File: config.mk
export PLATFORM = sky130hd
export DESIGN_NAME = spiral_trajectory_generator_top
export DESIGN_NICKNAME = d
export VERILOG_FILES = /design/src/rtl/core/stg_pkg.sv /design/src/rtl/core/stg_mul.sv /design/src/rtl/core/stg_cordic.sv /design/src/rtl/core/spiral_trajectory_generator_top.sv
export SDC_FILE = /design/constraint.sdc
export NUM_CORES = 2
export LEC_CHECK = 0
export ABC_CLOCK_PERIOD_IN_PS = 13060
export BUFFER_PORTS_ARGS = -buffer_cell sky130_fd_sc_hd__buf_4
export CORE_MARGIN = 5
export CORE_UTILIZATION = 55
export DETAILED_ROUTE_END_ITERATION = 8
export PLACE_DENSITY = 0.71
export SLEW_MARGIN = 0
export SYNTH_ARGS = -nofsm -noshare
export SYNTH_HDL_FRONTEND = slang
export SYNTH_HIERARCHICAL = 1
export SYNTH_SLANG_ARGS = --single-unit
export TNS_END_PERCENT = 1
File: constraint.sdc
create_clock -name clk -period 13.06 [get_ports clk]
set_input_delay 0.653 -clock clk [delete_from_list [all_inputs] [get_ports clk]]
set_output_delay 0.653 -clock clk [all_outputs]
set_load 0.005 [all_outputs]
File: src/rtl/core/stg_pkg.sv
// Package for the spiral trajectory generator: widths, fixed-point constants,
// register indexes, the CORDIC arctangent table and the saturation helper.
// No dependencies; every other file of the block refers to it by scoped names.
`default_nettype none

package stg_pkg;

  // Shared multiplier operand and product widths.
  localparam int MUL_A_W = 35;
  localparam int MUL_B_W = 21;
  localparam int MUL_P_W = 56;

  // CORDIC datapath width (Q2.30 vectors, Q24 degree angles) and table depth.
  localparam int CW       = 34;
  localparam int ATAN_N   = 24;
  localparam int ATAN_IW  = 5;

  // Configuration register indexes.
  localparam logic [2:0] REG_CENTER_X  = 3'd0;
  localparam logic [2:0] REG_CENTER_Y  = 3'd1;
  localparam logic [2:0] REG_MIN_SPEED = 3'd2;
  localparam logic [2:0] REG_MAX_SPEED = 3'd3;
  localparam logic [2:0] REG_EXP_RATE  = 3'd4;
  localparam logic [2:0] REG_CLOCKWISE = 3'd5;
  localparam logic [2:0] REG_INV_SCALE = 3'd6;

  // Angle constants in Q10.14 degrees (signed, one bit of headroom).
  localparam logic signed [24:0] DEG90_Q14  = 25'sd1474560;
  localparam logic signed [24:0] DEG180_Q14 = 25'sd2949120;
  localparam logic signed [24:0] DEG270_Q14 = 25'sd4423680;
  localparam logic signed [24:0] DEG360_Q14 = 25'sd5898240;

  // Full turn as an unsigned magnitude for the remainder sweep.
  localparam logic [26:0] DEG360_MAG = 27'd5898240;

  // CORDIC start vector length (inverse gain), Q2.30.
  localparam logic signed [CW-1:0] CORDIC_GAIN = 34'sd652032874;

  // Restart radius, about 0.001 in Q16.16.
  localparam logic [31:0] RADIUS_START = 32'd66;

  // ceil(2^24 / 20): exact quotient by 20 for any 20-bit dividend.
  localparam logic [MUL_B_W-1:0] RECIP20 = 21'd838861;

  // Status and results of the CORDIC unit.
  typedef struct packed {
    logic                 done;
    logic signed [CW-1:0] sin_val;
    logic signed [CW-1:0] cos_val;
  } trig_t;

  // atan(2^-i) in Q24 degrees.
  function automatic logic [31:0] atan_deg(input logic [ATAN_IW-1:0] idx);
    logic [31:0] v;
    case (idx)
      5'd0:    v = 32'd754974720;
      5'd1:    v = 32'd445687602;
      5'd2:    v = 32'd235489088;
      5'd3:    v = 32'd119537938;
      5'd4:    v = 32'd60000934;
      5'd5:    v = 32'd30029717;
      5'd6:    v = 32'd15018523;
      5'd7:    v = 32'd7509720;
      5'd8:    v = 32'd3754917;
      5'd9:    v = 32'd1877466;
      5'd10:   v = 32'd938734;
      5'd11:   v = 32'd469367;
      5'd12:   v = 32'd234684;
      5'd13:   v = 32'd117342;
      5'd14:   v = 32'd58671;
      5'd15:   v = 32'd29335;
      5'd16:   v = 32'd14668;
      5'd17:   v = 32'd7334;
      5'd18:   v = 32'd3667;
      5'd19:   v = 32'd1833;
      5'd20:   v = 32'd917;
      5'd21:   v = 32'd458;
      5'd22:   v = 32'd229;
      5'd23:   v = 32'd115;
      default: v = 32'd0;
    endcase
    return v;
  endfunction

  // Clamp a signed value to the 24-bit signed range.
  function automatic logic signed [23:0] sat24(input logic signed [39:0] v);
    logic signed [23:0] r;
    if (v > 40'sd8388607) begin
      r = 24'sh7FFFFF;
    end else if (v < -40'sd8388608) begin
      r = 24'sh800000;
    end else begin
      r = v[23:0];
    end
    return r;
  endfunction

endpackage

`default_nettype wire

File: src/rtl/core/stg_mul.sv
// Shared signed multiplier with a registered product for the spiral generator.
// Depends on stg_pkg for the operand and product widths.
`default_nettype none

module stg_mul (
  input  wire logic                                 clk,
  input  wire logic                                 go,
  input  wire logic signed [stg_pkg::MUL_A_W-1:0]   a,
  input  wire logic signed [stg_pkg::MUL_B_W-1:0]   b,
  output      logic signed [stg_pkg::MUL_P_W-1:0]   p
);

  // The product is captured only when a new operation is issued and
  // holds otherwise, so the sequencer can read it in a later state.
  always_ff @(posedge clk) begin
    if (go) begin
      p <= stg_pkg::MUL_P_W'(a * b);
    end
  end

endmodule

`default_nettype wire

File: src/rtl/core/stg_cordic.sv
// Iterative CORDIC in degrees: one micro-rotation per cycle gives sin and cos
// in Q2.30 of a Q10.14 angle. Depends on stg_pkg for widths and the atan table.
`default_nettype none

module stg_cordic #(
  parameter int CORDIC_STEPS = 16
) (
  input  wire logic                clk,
  input  wire logic                rst,
  input  wire logic                start,
  input  wire logic signed [23:0]  angle,
  output      stg_pkg::trig_t      stat
);

  localparam int CW = stg_pkg::CW;
  localparam logic [stg_pkg::ATAN_IW-1:0] LAST = stg_pkg::ATAN_IW'(CORDIC_STEPS - 1);

  logic signed [CW-1:0]          x;
  logic signed [CW-1:0]          y;
  logic signed [CW-1:0]          z;
  logic [stg_pkg::ATAN_IW-1:0]   step;
  logic                          busy;
  logic                          done;
  logic                          neg;

  logic signed [24:0]            a_ext;
  logic signed [24:0]            offset;
  logic signed [24:0]            z_fold;
  logic                          neg_fold;
  logic signed [CW-1:0]          xs;
  logic signed [CW-1:0]          ys;
  logic signed [CW-1:0]          at;

  // Fold an angle inside one turn into [-90, 90] degrees with one add; a half-turn
  // fold flips the sign of both results.
  always_comb begin
    a_ext    = {angle[23], angle};
    offset   = '0;
    neg_fold = 1'b0;
    if (a_ext > stg_pkg::DEG180_Q14) begin
      if (a_ext < stg_pkg::DEG270_Q14) begin
        offset   = -stg_pkg::DEG180_Q14;
        neg_fold = 1'b1;
      end else begin
        offset = -stg_pkg::DEG360_Q14;
      end
    end else if (a_ext < -stg_pkg::DEG180_Q14) begin
      if (a_ext > -stg_pkg::DEG270_Q14) begin
        offset   = stg_pkg::DEG180_Q14;
        neg_fold = 1'b1;
      end else begin
        offset = stg_pkg::DEG360_Q14;
      end
    end else if (a_ext > stg_pkg::DEG90_Q14) begin
      offset   = -stg_pkg::DEG180_Q14;
      neg_fold = 1'b1;
    end else if (a_ext < -stg_pkg::DEG90_Q14) begin
      offset   = stg_pkg::DEG180_Q14;
      neg_fold = 1'b1;
    end
    z_fold = a_ext + offset;
  end

  // Shifted vector terms and the current arctangent.
  always_comb begin
    xs = x >>> step;
    ys = y >>> step;
    at = CW'(stg_pkg::atan_deg(step));
  end

  // Rotation sequencer: load on start, then one micro-rotation per cycle.
  // The done pulse follows the cycle of the last rotation.
  always_ff @(posedge clk) begin
    if (rst) begin
      busy <= 1'b0;
      done <= 1'b0;
    end else begin
      done <= !start && busy && (step == LAST);
      if (start) begin
        busy <= 1'b1;
      end else if (busy && step == LAST) begin
        busy <= 1'b0;
      end
    end
  end

  // Vector and residual angle registers.
  always_ff @(posedge clk) begin
    if (start) begin
      x    <= stg_pkg::CORDIC_GAIN;
      y    <= '0;
      z    <= {z_fold[23:0], 10'b0};
      neg  <= neg_fold;
      step <= '0;
    end else if (busy) begin
      if (!z[CW-1]) begin
        x <= x - ys;
        y <= y + xs;
        z <= z - at;
      end else begin
        x <= x + ys;
        y <= y - xs;
        z <= z + at;
      end
      step <= step + 1'b1;
    end
  end

  // Results, with the sign restored after a half-turn fold.
  always_comb begin
    stat.done    = done;
    stat.sin_val = neg ? -y : y;
    stat.cos_val = neg ? -x : x;
  end

endmodule

`default_nettype wire

File: src/rtl/core/spiral_trajectory_generator_top.sv
// Spiral trajectory generator: per tick, advances the angle, places the point
// on the spiral around the configured centre, then damps speed and grows radius.
// Depends on stg_pkg, stg_mul and stg_cordic.
//
// Usage:
//  - Tick channel (tick_valid / tick_stall, delta_time, restart): one transfer
//    per time tick. tick_stall is high while a tick is being worked on.
//  - Result channel (result_valid / result_stall, pos_x, pos_y, angle_out):
//    exactly one result per tick, held in an output register until taken.
//  - Configuration (cfg_valid / cfg_ready, cfg_index, cfg_data): always ready;
//    write only while no tick is in flight. Unknown indexes are ignored.
//  - Sequencing: a tick runs through the sequencer states in order, and the next
//    tick is taken only after the sequencer has returned to idle. The CORDIC
//    rotations, one per cycle, and the single shared multiplier, used ten times
//    per tick, set the length of a tick.
//  - A new tick is taken while the previous result still waits; if the
//    receiver stalls, the finished tick waits in its last state until the
//    output register frees up.
//  - Reset (synchronous, active high) clears the state to angle 0, speed 0,
//    radius 66, and the registers to their reset values.
`default_nettype none

module spiral_trajectory_generator_top #(
  parameter int CORDIC_STEPS = 16
) (
  input  wire logic               clk,
  input  wire logic               rst,
  // Tick channel
  input  wire logic               tick_valid,
  output      logic               tick_stall,
  input  wire logic [15:0]        delta_time,
  input  wire logic               restart,
  // Result channel
  output      logic               result_valid,
  input  wire logic               result_stall,
  output      logic signed [23:0] pos_x,
  output      logic signed [23:0] pos_y,
  output      logic signed [23:0] angle_out,
  // Configuration channel
  input  wire logic               cfg_valid,
  output      logic               cfg_ready,
  input  wire logic [2:0]         cfg_index,
  input  wire logic [23:0]        cfg_data
);

  localparam int AW = stg_pkg::MUL_A_W;
  localparam int BW = stg_pkg::MUL_B_W;
  localparam int PW = stg_pkg::MUL_P_W;

  // Sequencer states.
  localparam logic [3:0] S_IDLE   = 4'd0;
  localparam logic [3:0] S_MSTEP  = 4'd1;
  localparam logic [3:0] S_WRAP   = 4'd2;
  localparam logic [3:0] S_MOD    = 4'd3;
  localparam logic [3:0] S_CLOAD  = 4'd4;
  localparam logic [3:0] S_CRUN   = 4'd5;
  localparam logic [3:0] S_PX_HI  = 4'd6;
  localparam logic [3:0] S_PX_LO  = 4'd7;
  localparam logic [3:0] S_PX_SCL = 4'd8;
  localparam logic [3:0] S_PY_HI  = 4'd9;
  localparam logic [3:0] S_PY_LO  = 4'd10;
  localparam logic [3:0] S_PY_SCL = 4'd11;
  localparam logic [3:0] S_FIN    = 4'd12;

  // Configuration registers.
  logic signed [23:0] center_x;
  logic signed [23:0] center_y;
  logic [19:0]        min_speed;
  logic [19:0]        max_speed;
  logic [19:0]        expansion_rate;
  logic               clockwise;
  logic [15:0]        inv_scale;

  // Tick state and working registers.
  logic [3:0]         state;
  logic [1:0]         cnt;
  logic [15:0]        dt;
  logic signed [23:0] angle;
  logic [19:0]        speed;
  logic [31:0]        radius;
  logic [26:0]        mag;
  logic               nsign;
  logic [19:0]        dec;
  logic [27:0]        grow;
  logic signed [PW-1:0] acc;
  logic signed [23:0] px;

  // Shared units.
  logic                 mul_go;
  logic signed [AW-1:0] mul_a;
  logic signed [BW-1:0] mul_b;
  logic signed [PW-1:0] prod;
  logic                 cordic_start;
  stg_pkg::trig_t       cstat;

  // Combinational helpers.
  logic               tick_xfer;
  logic               res_free;
  logic [25:0]        step;
  logic signed [27:0] na;
  logic [26:0]        modv;
  logic [26:0]        mag_new;
  logic [23:0]        mag24;
  logic signed [stg_pkg::CW-1:0] trig;
  logic signed [65:0] hi_ext;
  logic signed [65:0] lo_ext;
  logic signed [65:0] tsum;
  logic signed [28:0] pctr;
  logic signed [28:0] ppos;
  logic signed [23:0] scaled;
  logic [32:0]        r_sum;

  assign cfg_ready  = 1'b1;
  assign tick_stall = (state != S_IDLE);
  assign tick_xfer  = tick_valid && !tick_stall;
  assign res_free   = !result_valid || !result_stall;
  assign cordic_start = (state == S_CLOAD);

  stg_mul u_mul (
    .clk (clk),
    .go  (mul_go),
    .a   (mul_a),
    .b   (mul_b),
    .p   (prod)
  );

  stg_cordic #(
    .CORDIC_STEPS (CORDIC_STEPS)
  ) u_cordic (
    .clk   (clk),
    .rst   (rst),
    .start (cordic_start),
    .angle (angle),
    .stat  (cstat)
  );

  // Angle step, wrap and remainder sweep arithmetic.
  always_comb begin
    step    = prod[35:10];
    na      = clockwise ? ({{4{angle[23]}}, angle} + {2'b00, step})
                        : ({{4{angle[23]}}, angle} - {2'b00, step});
    modv    = stg_pkg::DEG360_MAG << cnt;
    mag_new = (mag >= modv) ? (mag - modv) : mag;
    mag24   = mag_new[23:0];
  end

  // Position arithmetic: radius times sin or cos from two half products,
  // floored by 2^38, plus the centre; scaled output and radius sum.
  always_comb begin
    if (state == S_PX_HI || state == S_PX_LO || state == S_PX_SCL) begin
      trig = cstat.sin_val;
      pctr = {{5{center_x[23]}}, center_x};
    end else begin
      trig = cstat.cos_val;
      pctr = {{5{center_y[23]}}, center_y};
    end
    hi_ext = {{(66 - PW){acc[PW-1]}}, acc};
    lo_ext = {{(66 - PW){prod[PW-1]}}, prod};
    tsum   = (hi_ext <<< 16) + lo_ext;
    ppos   = pctr + {tsum[65], tsum[65:38]};
    scaled = stg_pkg::sat24(prod[55:16]);
    r_sum  = {1'b0, radius} + {5'b0, grow};
  end

  // Operand selection for the shared multiplier.
  always_comb begin
    mul_go = 1'b0;
    mul_a  = '0;
    mul_b  = '0;
    unique case (state)
      S_MSTEP: begin
        mul_go = 1'b1;
        mul_a  = AW'(speed);
        mul_b  = BW'(dt);
      end
      S_WRAP: begin
        mul_go = 1'b1;
        mul_a  = AW'(max_speed);
        mul_b  = BW'(dt);
      end
      S_MOD: begin
        if (cnt == 2'd3) begin
          mul_go = 1'b1;
          mul_a  = AW'(prod[35:16]);
          mul_b  = stg_pkg::RECIP20;
        end else if (cnt == 2'd2) begin
          mul_go = 1'b1;
          mul_a  = AW'(expansion_rate);
          mul_b  = BW'(dt);
        end
      end
      S_PX_HI, S_PY_HI: begin
        mul_go = 1'b1;
        mul_a  = {trig[stg_pkg::CW-1], trig};
        mul_b  = BW'(radius[31:16]);
      end
      S_PX_LO, S_PY_LO: begin
        mul_go = 1'b1;
        mul_a  = {trig[stg_pkg::CW-1], trig};
        mul_b  = BW'(radius[15:0]);
      end
      S_PX_SCL, S_PY_SCL: begin
        mul_go = 1'b1;
        mul_a  = {{(AW - 29){ppos[28]}}, ppos};
        mul_b  = BW'(inv_scale);
      end
      default: begin
        mul_go = 1'b0;
      end
    endcase
  end

  // Configuration writes.
  always_ff @(posedge clk) begin
    if (rst) begin
      center_x       <= '0;
      center_y       <= '0;
      min_speed      <= '0;
      max_speed      <= '0;
      expansion_rate <= '0;
      clockwise      <= 1'b1;
      inv_scale      <= 16'hFFFF;
    end else if (cfg_valid && cfg_ready) begin
      unique case (cfg_index)
        stg_pkg::REG_CENTER_X:  center_x       <= cfg_data;
        stg_pkg::REG_CENTER_Y:  center_y       <= cfg_data;
        stg_pkg::REG_MIN_SPEED: min_speed      <= cfg_data[19:0];
        stg_pkg::REG_MAX_SPEED: max_speed      <= cfg_data[19:0];
        stg_pkg::REG_EXP_RATE:  expansion_rate <= cfg_data[19:0];
        stg_pkg::REG_CLOCKWISE: clockwise      <= cfg_data[0];
        stg_pkg::REG_INV_SCALE: inv_scale      <= cfg_data[15:0];
        default: ;
      endcase
    end
  end

  // Result valid flag: set when a finished tick is stored, cleared on transfer.
  always_ff @(posedge clk) begin
    if (rst) begin
      result_valid <= 1'b0;
    end else if (state == S_FIN && res_free) begin
      result_valid <= 1'b1;
    end else if (result_valid && !result_stall) begin
      result_valid <= 1'b0;
    end
  end

  // Tick sequencer and persistent state.
  always_ff @(posedge clk) begin
    if (rst) begin
      state        <= S_IDLE;
      angle        <= '0;
      speed        <= '0;
      radius       <= stg_pkg::RADIUS_START;
    end else begin
      unique case (state)
        S_IDLE: begin
          if (tick_xfer) begin
            if (restart) begin
              radius <= stg_pkg::RADIUS_START;
              speed  <= max_speed;
              angle  <= '0;
            end
            state <= S_MSTEP;
          end
        end
        S_MSTEP: state <= S_WRAP;
        S_WRAP: begin
          state <= S_MOD;
        end
        S_MOD: begin
          if (cnt == 2'd0) begin
            angle <= nsign ? $signed(-mag24) : $signed(mag24);
            state <= S_CLOAD;
          end
        end
        S_CLOAD: state <= S_CRUN;
        S_CRUN: begin
          if (cstat.done) begin
            state <= S_PX_HI;
          end
        end
        S_PX_HI:  state <= S_PX_LO;
        S_PX_LO:  state <= S_PX_SCL;
        S_PX_SCL: state <= S_PY_HI;
        S_PY_HI:  state <= S_PY_LO;
        S_PY_LO:  state <= S_PY_SCL;
        S_PY_SCL: state <= S_FIN;
        S_FIN: begin
          if (res_free) begin
            if (speed > min_speed) begin
              speed <= (dec >= speed) ? 20'd0 : (speed - dec);
            end
            radius <= r_sum[32] ? 32'hFFFF_FFFF : r_sum[31:0];
            state  <= S_IDLE;
          end
        end
        default: state <= S_IDLE;
      endcase
    end
  end

  // Working registers without reset.
  always_ff @(posedge clk) begin
    if (tick_xfer) begin
      dt <= delta_time;
    end
    if (state == S_WRAP) begin
      mag   <= na[27] ? 27'(-na) : 27'(na);
      nsign <= na[27];
      cnt   <= 2'd3;
    end
    if (state == S_MOD) begin
      mag <= mag_new;
      cnt <= cnt - 2'd1;
      if (cnt == 2'd2) begin
        dec <= prod[43:24];
      end
      if (cnt == 2'd1) begin
        grow <= prod[35:8];
      end
    end
    if (state == S_PX_LO || state == S_PY_LO) begin
      acc <= prod;
    end
    if (state == S_PY_HI) begin
      px <= scaled;
    end
    if (state == S_FIN && res_free) begin
      pos_x     <= px;
      pos_y     <= scaled;
      angle_out <= angle;
    end
  end

  // A transfer on the tick channel always starts a busy period.
  a_tick_busy: assert property (@(posedge clk) disable iff (rst)
    tick_xfer |=> tick_stall)
    else $error("tick channel not stalled after a transfer");

  // The stored angle stays strictly inside one turn.
  a_angle_range: assert property (@(posedge clk) disable iff (rst)
    ($signed({angle[23], angle}) < stg_pkg::DEG360_Q14) &&
    ($signed({angle[23], angle}) > -stg_pkg::DEG360_Q14))
    else $error("angle outside one turn");

  // The CORDIC unit only finishes while the sequencer waits for it.
  a_cordic_done: assert property (@(posedge clk) disable iff (rst)
    cstat.done |-> (state == S_CRUN))
    else $error("CORDIC finished outside its wait state");

  // A finished tick waits while the output register holds a stalled result.
  a_fin_hold: assert property (@(posedge clk) disable iff (rst)
    (state == S_FIN && result_valid && result_stall) |=> (state == S_FIN))
    else $error("result overwritten while stalled");

endmodule

`default_nettype wire

==> flow_metrics.py <==
metrics = {
    "synthesis": {
        "syn_inst": 8264,
        "synth-simple-area-share_pct": 16.2,
        "ys_seq_area_share_pct": 22.0,
        "synthArstFlopShare_pct": 0,
        "ys.flop_type": "edfxtp_1",
        "synthXorXnorAreaFrac_pct": 5.69,
        "synth-edff-count": 321,
        "ys_warn_count": 6,
        "synth_top_area_share_pct": 20.1,
        "syn-cell-area_sq_um": 73100,
        "synth_compound_area_share_pct": 15.4,
        "synth_fa_ha_area_share_pct": 27.7,
        "postSynthAreaPerCell_sq_um": 8.84,
        "yosysTopAreaCell": "fa_1",
        "synth.ff_latch_count": 642,
        "synth_area_leaders": "fa_1 20%, edfxtp_1 13%, dfxtp_1 8.8%",
        "synthMuxAreaShare_pct": 5.03,
        "synth_top_family_by_area": "adder cells",
        "ys_types": 119,
    },
    "worst_setup_path": {
        "cp_max_fo": 21,
        "cp.required_ns": 13.58,
        "arrival_ns": 12.80,
        "cp_slowest_cell": "fa_1",
        "startpoint_type": "flip-flop",
        "crit_family": "compound AO/OA/AOI/OAI gates",
        "crit_buf_inv": 7,
        "path_common_cell": "fa_1",
        "end_kind": "flip-flop",
        "critPathKind": "reg2reg",
        "cpPeakStageDelay_ns": 0.54,
    },
    "floorplanning": {
        "die_w_um": 374,
        "io_pins": 124,
        "start_util_pct": 55.4,
        "dieHeight_um": 374,
        "die-area_sq_um": 140000,
        "rows": 133,
        "core-area_sq_um": 132000,
    },
    "clock_network": {
        "cts_buffers": 73,
        "cts_sinks": 642,
        "path_clk_slew_ns": 0.06,
        "tritoncts": "done",
        "worstSkewPairLatency_ns": 0.69,
        "cts_max_path_buffers": 3,
        "root_buffer": "clkbuf_16",
        "cts_max_level": 3,
    },
    "cells_and_area": {
        "seqCellArea_sq_um": 16100,
        "syn_to_final_growth_pct": 7.19,
        "drive_above_1_share_pct": 8.53,
        "layout.nets": 9407,
        "multi_input_area_sq_um": 51600,
        "mostFrequentLayoutCells": "1051 x nand2_1, 983 x inv_1, 731 x fa_1, 549 x a21oi_1, 447 x ha_1",
        "final_common_cell": "nand2_1",
        "fillCellCount": 11574,
    },
    "drt": {
        "drc": 0,
        "vias": 61940,
        "antenna_left": 0,
        "finalWirelength_mm": 228,
        "drt_pass1_iterations": 8,
        "routedWlPerCell_um": 22.8,
        "drt_iter0_markers": 6284,
        "viasPerCell": 6.19,
    },
    "placement": {
        "routabilityCongestion": 1.01,
        "preCtsSetupSlack_ns": 0.519,
        "numPortBuffers": 122,
        "hpwl_mm": 173,
    },
    "sta": {
        "tns_ns": 0,
        "setup_viol": 0,
        "min_period_ns": 12.29,
        "timing.final.ws_setup_ns": 0.772,
        "min_period_over_period_pct": 94.1,
        "tightest_slew_ns": 1.26,
        "max_freq_mhz": 81.4,
        "hold_viol": 0,
        "skew_ns": 0.0393,
        "rsz0062_at_grt": "no",
        "maxSlewHeadroom_pct": 14.1,
        "slew_viol_final": 0,
    },
    "global_routing": {
        "grt_max_degree": 100,
        "grt_use_total_pct": 31.9,
        "grt_pass1_wl_mm": 354,
        "grt_pass1_vias": 62131,
        "overflow": 0,
        "antenna_found_initial": 19,
    },
    "pwr": {
        "p_per_area_nw_per_um2": 251,
        "power.leakage_uw": 0.0348,
        "vdd_drop_max_mv": 0.187,
    },
    "run_status": {
        "status": "finished clean",
    },
    "job": {
        "cap_violations": 0,
    },
    "min_path": {
        "min_path_type": "in2reg",
    },
}
path summary, 6_finish.rpt:
| path | from | to | slack, ns | depth (start not counted) |
|---|---|---|---|---|
| worst max register to register | u_mul/p[19] | u_mul/p[33] | 0.77 | 45 |
| worst min-delay path | delta_time[10] | dt[10] | 0.15 | 1 |
| worst min register to register | u_mul/p[7] | acc[7] | 0.42 | 0 |
| worst max-delay path | u_mul/p[19] | u_mul/p[33] | 0.77 | 45 |
flip-flops by register name, summed over array words and instances (netlist names), 20 cells and up:
name	cells
angle_out	24
angle	24
u_cordic/z	34
center_x	24
speed	20
u_cordic/at	30
pos_x	24
radius	32
mag	27
dec	20
px	24
grow	28
u_cordic/y	34
max_speed	20
u_cordic/x	34
min_speed	20
u_mul/p	56
expansion_rate	20
pos_y	24
acc	50
center_y	24
cells in the mapped netlist, drive strengths merged, types with 16 or more instances:
library cell	count
dfxtp	321
o221ai	20
and3	39
nand3b	28
clkbuf	392
ha	447
a222oi	25
fa	733
xor2	178
a21oi	553
nor4	37
nor2b	68
mux4	71
o31ai	43
o22ai	44
a21o	178
a221oi	31
mux2i	121
o21bai	46
or4	21
o21ai	321
a211o	16
nand2b	65
mux2	74
and2	320
nand2	1056
inv	988
nand4	46
o211ai	58
buf	80
xnor2	296
a31oi	48
or3	51
nor2	446
nor3	136
a211oi	57
edfxtp	321
o21a	50
a22o	16
nand3	100
a22oi	67
or2	39
cells by family (layout without fill, tap and decap cells):
family	Yosys count	in the layout
flops	642	642
fa+ha+maj	1180	1180
simple gates	2499	2499
mux	266	266
compound gates	1737	1737
other cells	2	20
xor+xnor	474	474
buf+inv	1464	1428
stage by stage:
step | cell area, sq um | power (uW) | hold slack, ns | util (%) | std cells
after floorplan | 73100 | 13000 | 0.400 | - | 8274
after global placement | 75800 | 16800 | 0.401 | 57.5 | 9855
after detailed placement | 75800 | 17100 | 0.405 | 57.5 | 9855
after CTS | 78200 | 19300 | 0.107 | 59.4 | 9990
after global routing | 78300 | 20900 | 0.120 | 59.4 | 9994
final | 78300 | 19600 | 0.153 | 59.4 | 10001
power by group:
part / total, uW / internal, uW / switching [uW]
Sequential: 3230 / 2720 / 514
Clock: 2130 / 1210 / 922
Combinational: 14300 / 5310 / 8940
Total: 19600 / 9240 / 10400
per-layer routing:
metal	global-route usage, %	share of wire, %	routed length (um)
met1	42.6	40	91600
met2	50.8	45	103000
met3	5.85	9.4	21500
met4	14.3	5.2	11900
met5	0	0.016	37
worst reg2reg max path: cells and delay by family (launching register included):
family                     cells  cell delay (ns)
AOI/OAI and AO/OA             22             5.14
xor gates and xnor gates       2             0.47
adders and majority gates     10             4.37
buffers and inverters          7             0.89
DFF                            1             0.41
and+or+nand+nor                4             0.87
what timing repair did:
action / in CTS / in global routing
setup endpoints to repair: 0 / 9
setup buffers: 0 / 3
hold buffers: 0 / 0
gates resized for setup: 0 / 9
final cells by class:
cell class	count	area share [%]
tap	1755	2.80
multi-input combinational	6168	65.8
timing repair buffer	301	2.89
antenna	8	0.0256
clock inverter	34	0.494
sequential	642	20.5
inverter	992	4.76
clock buffer	101	2.65
Power figures use the tool's default switching activity.
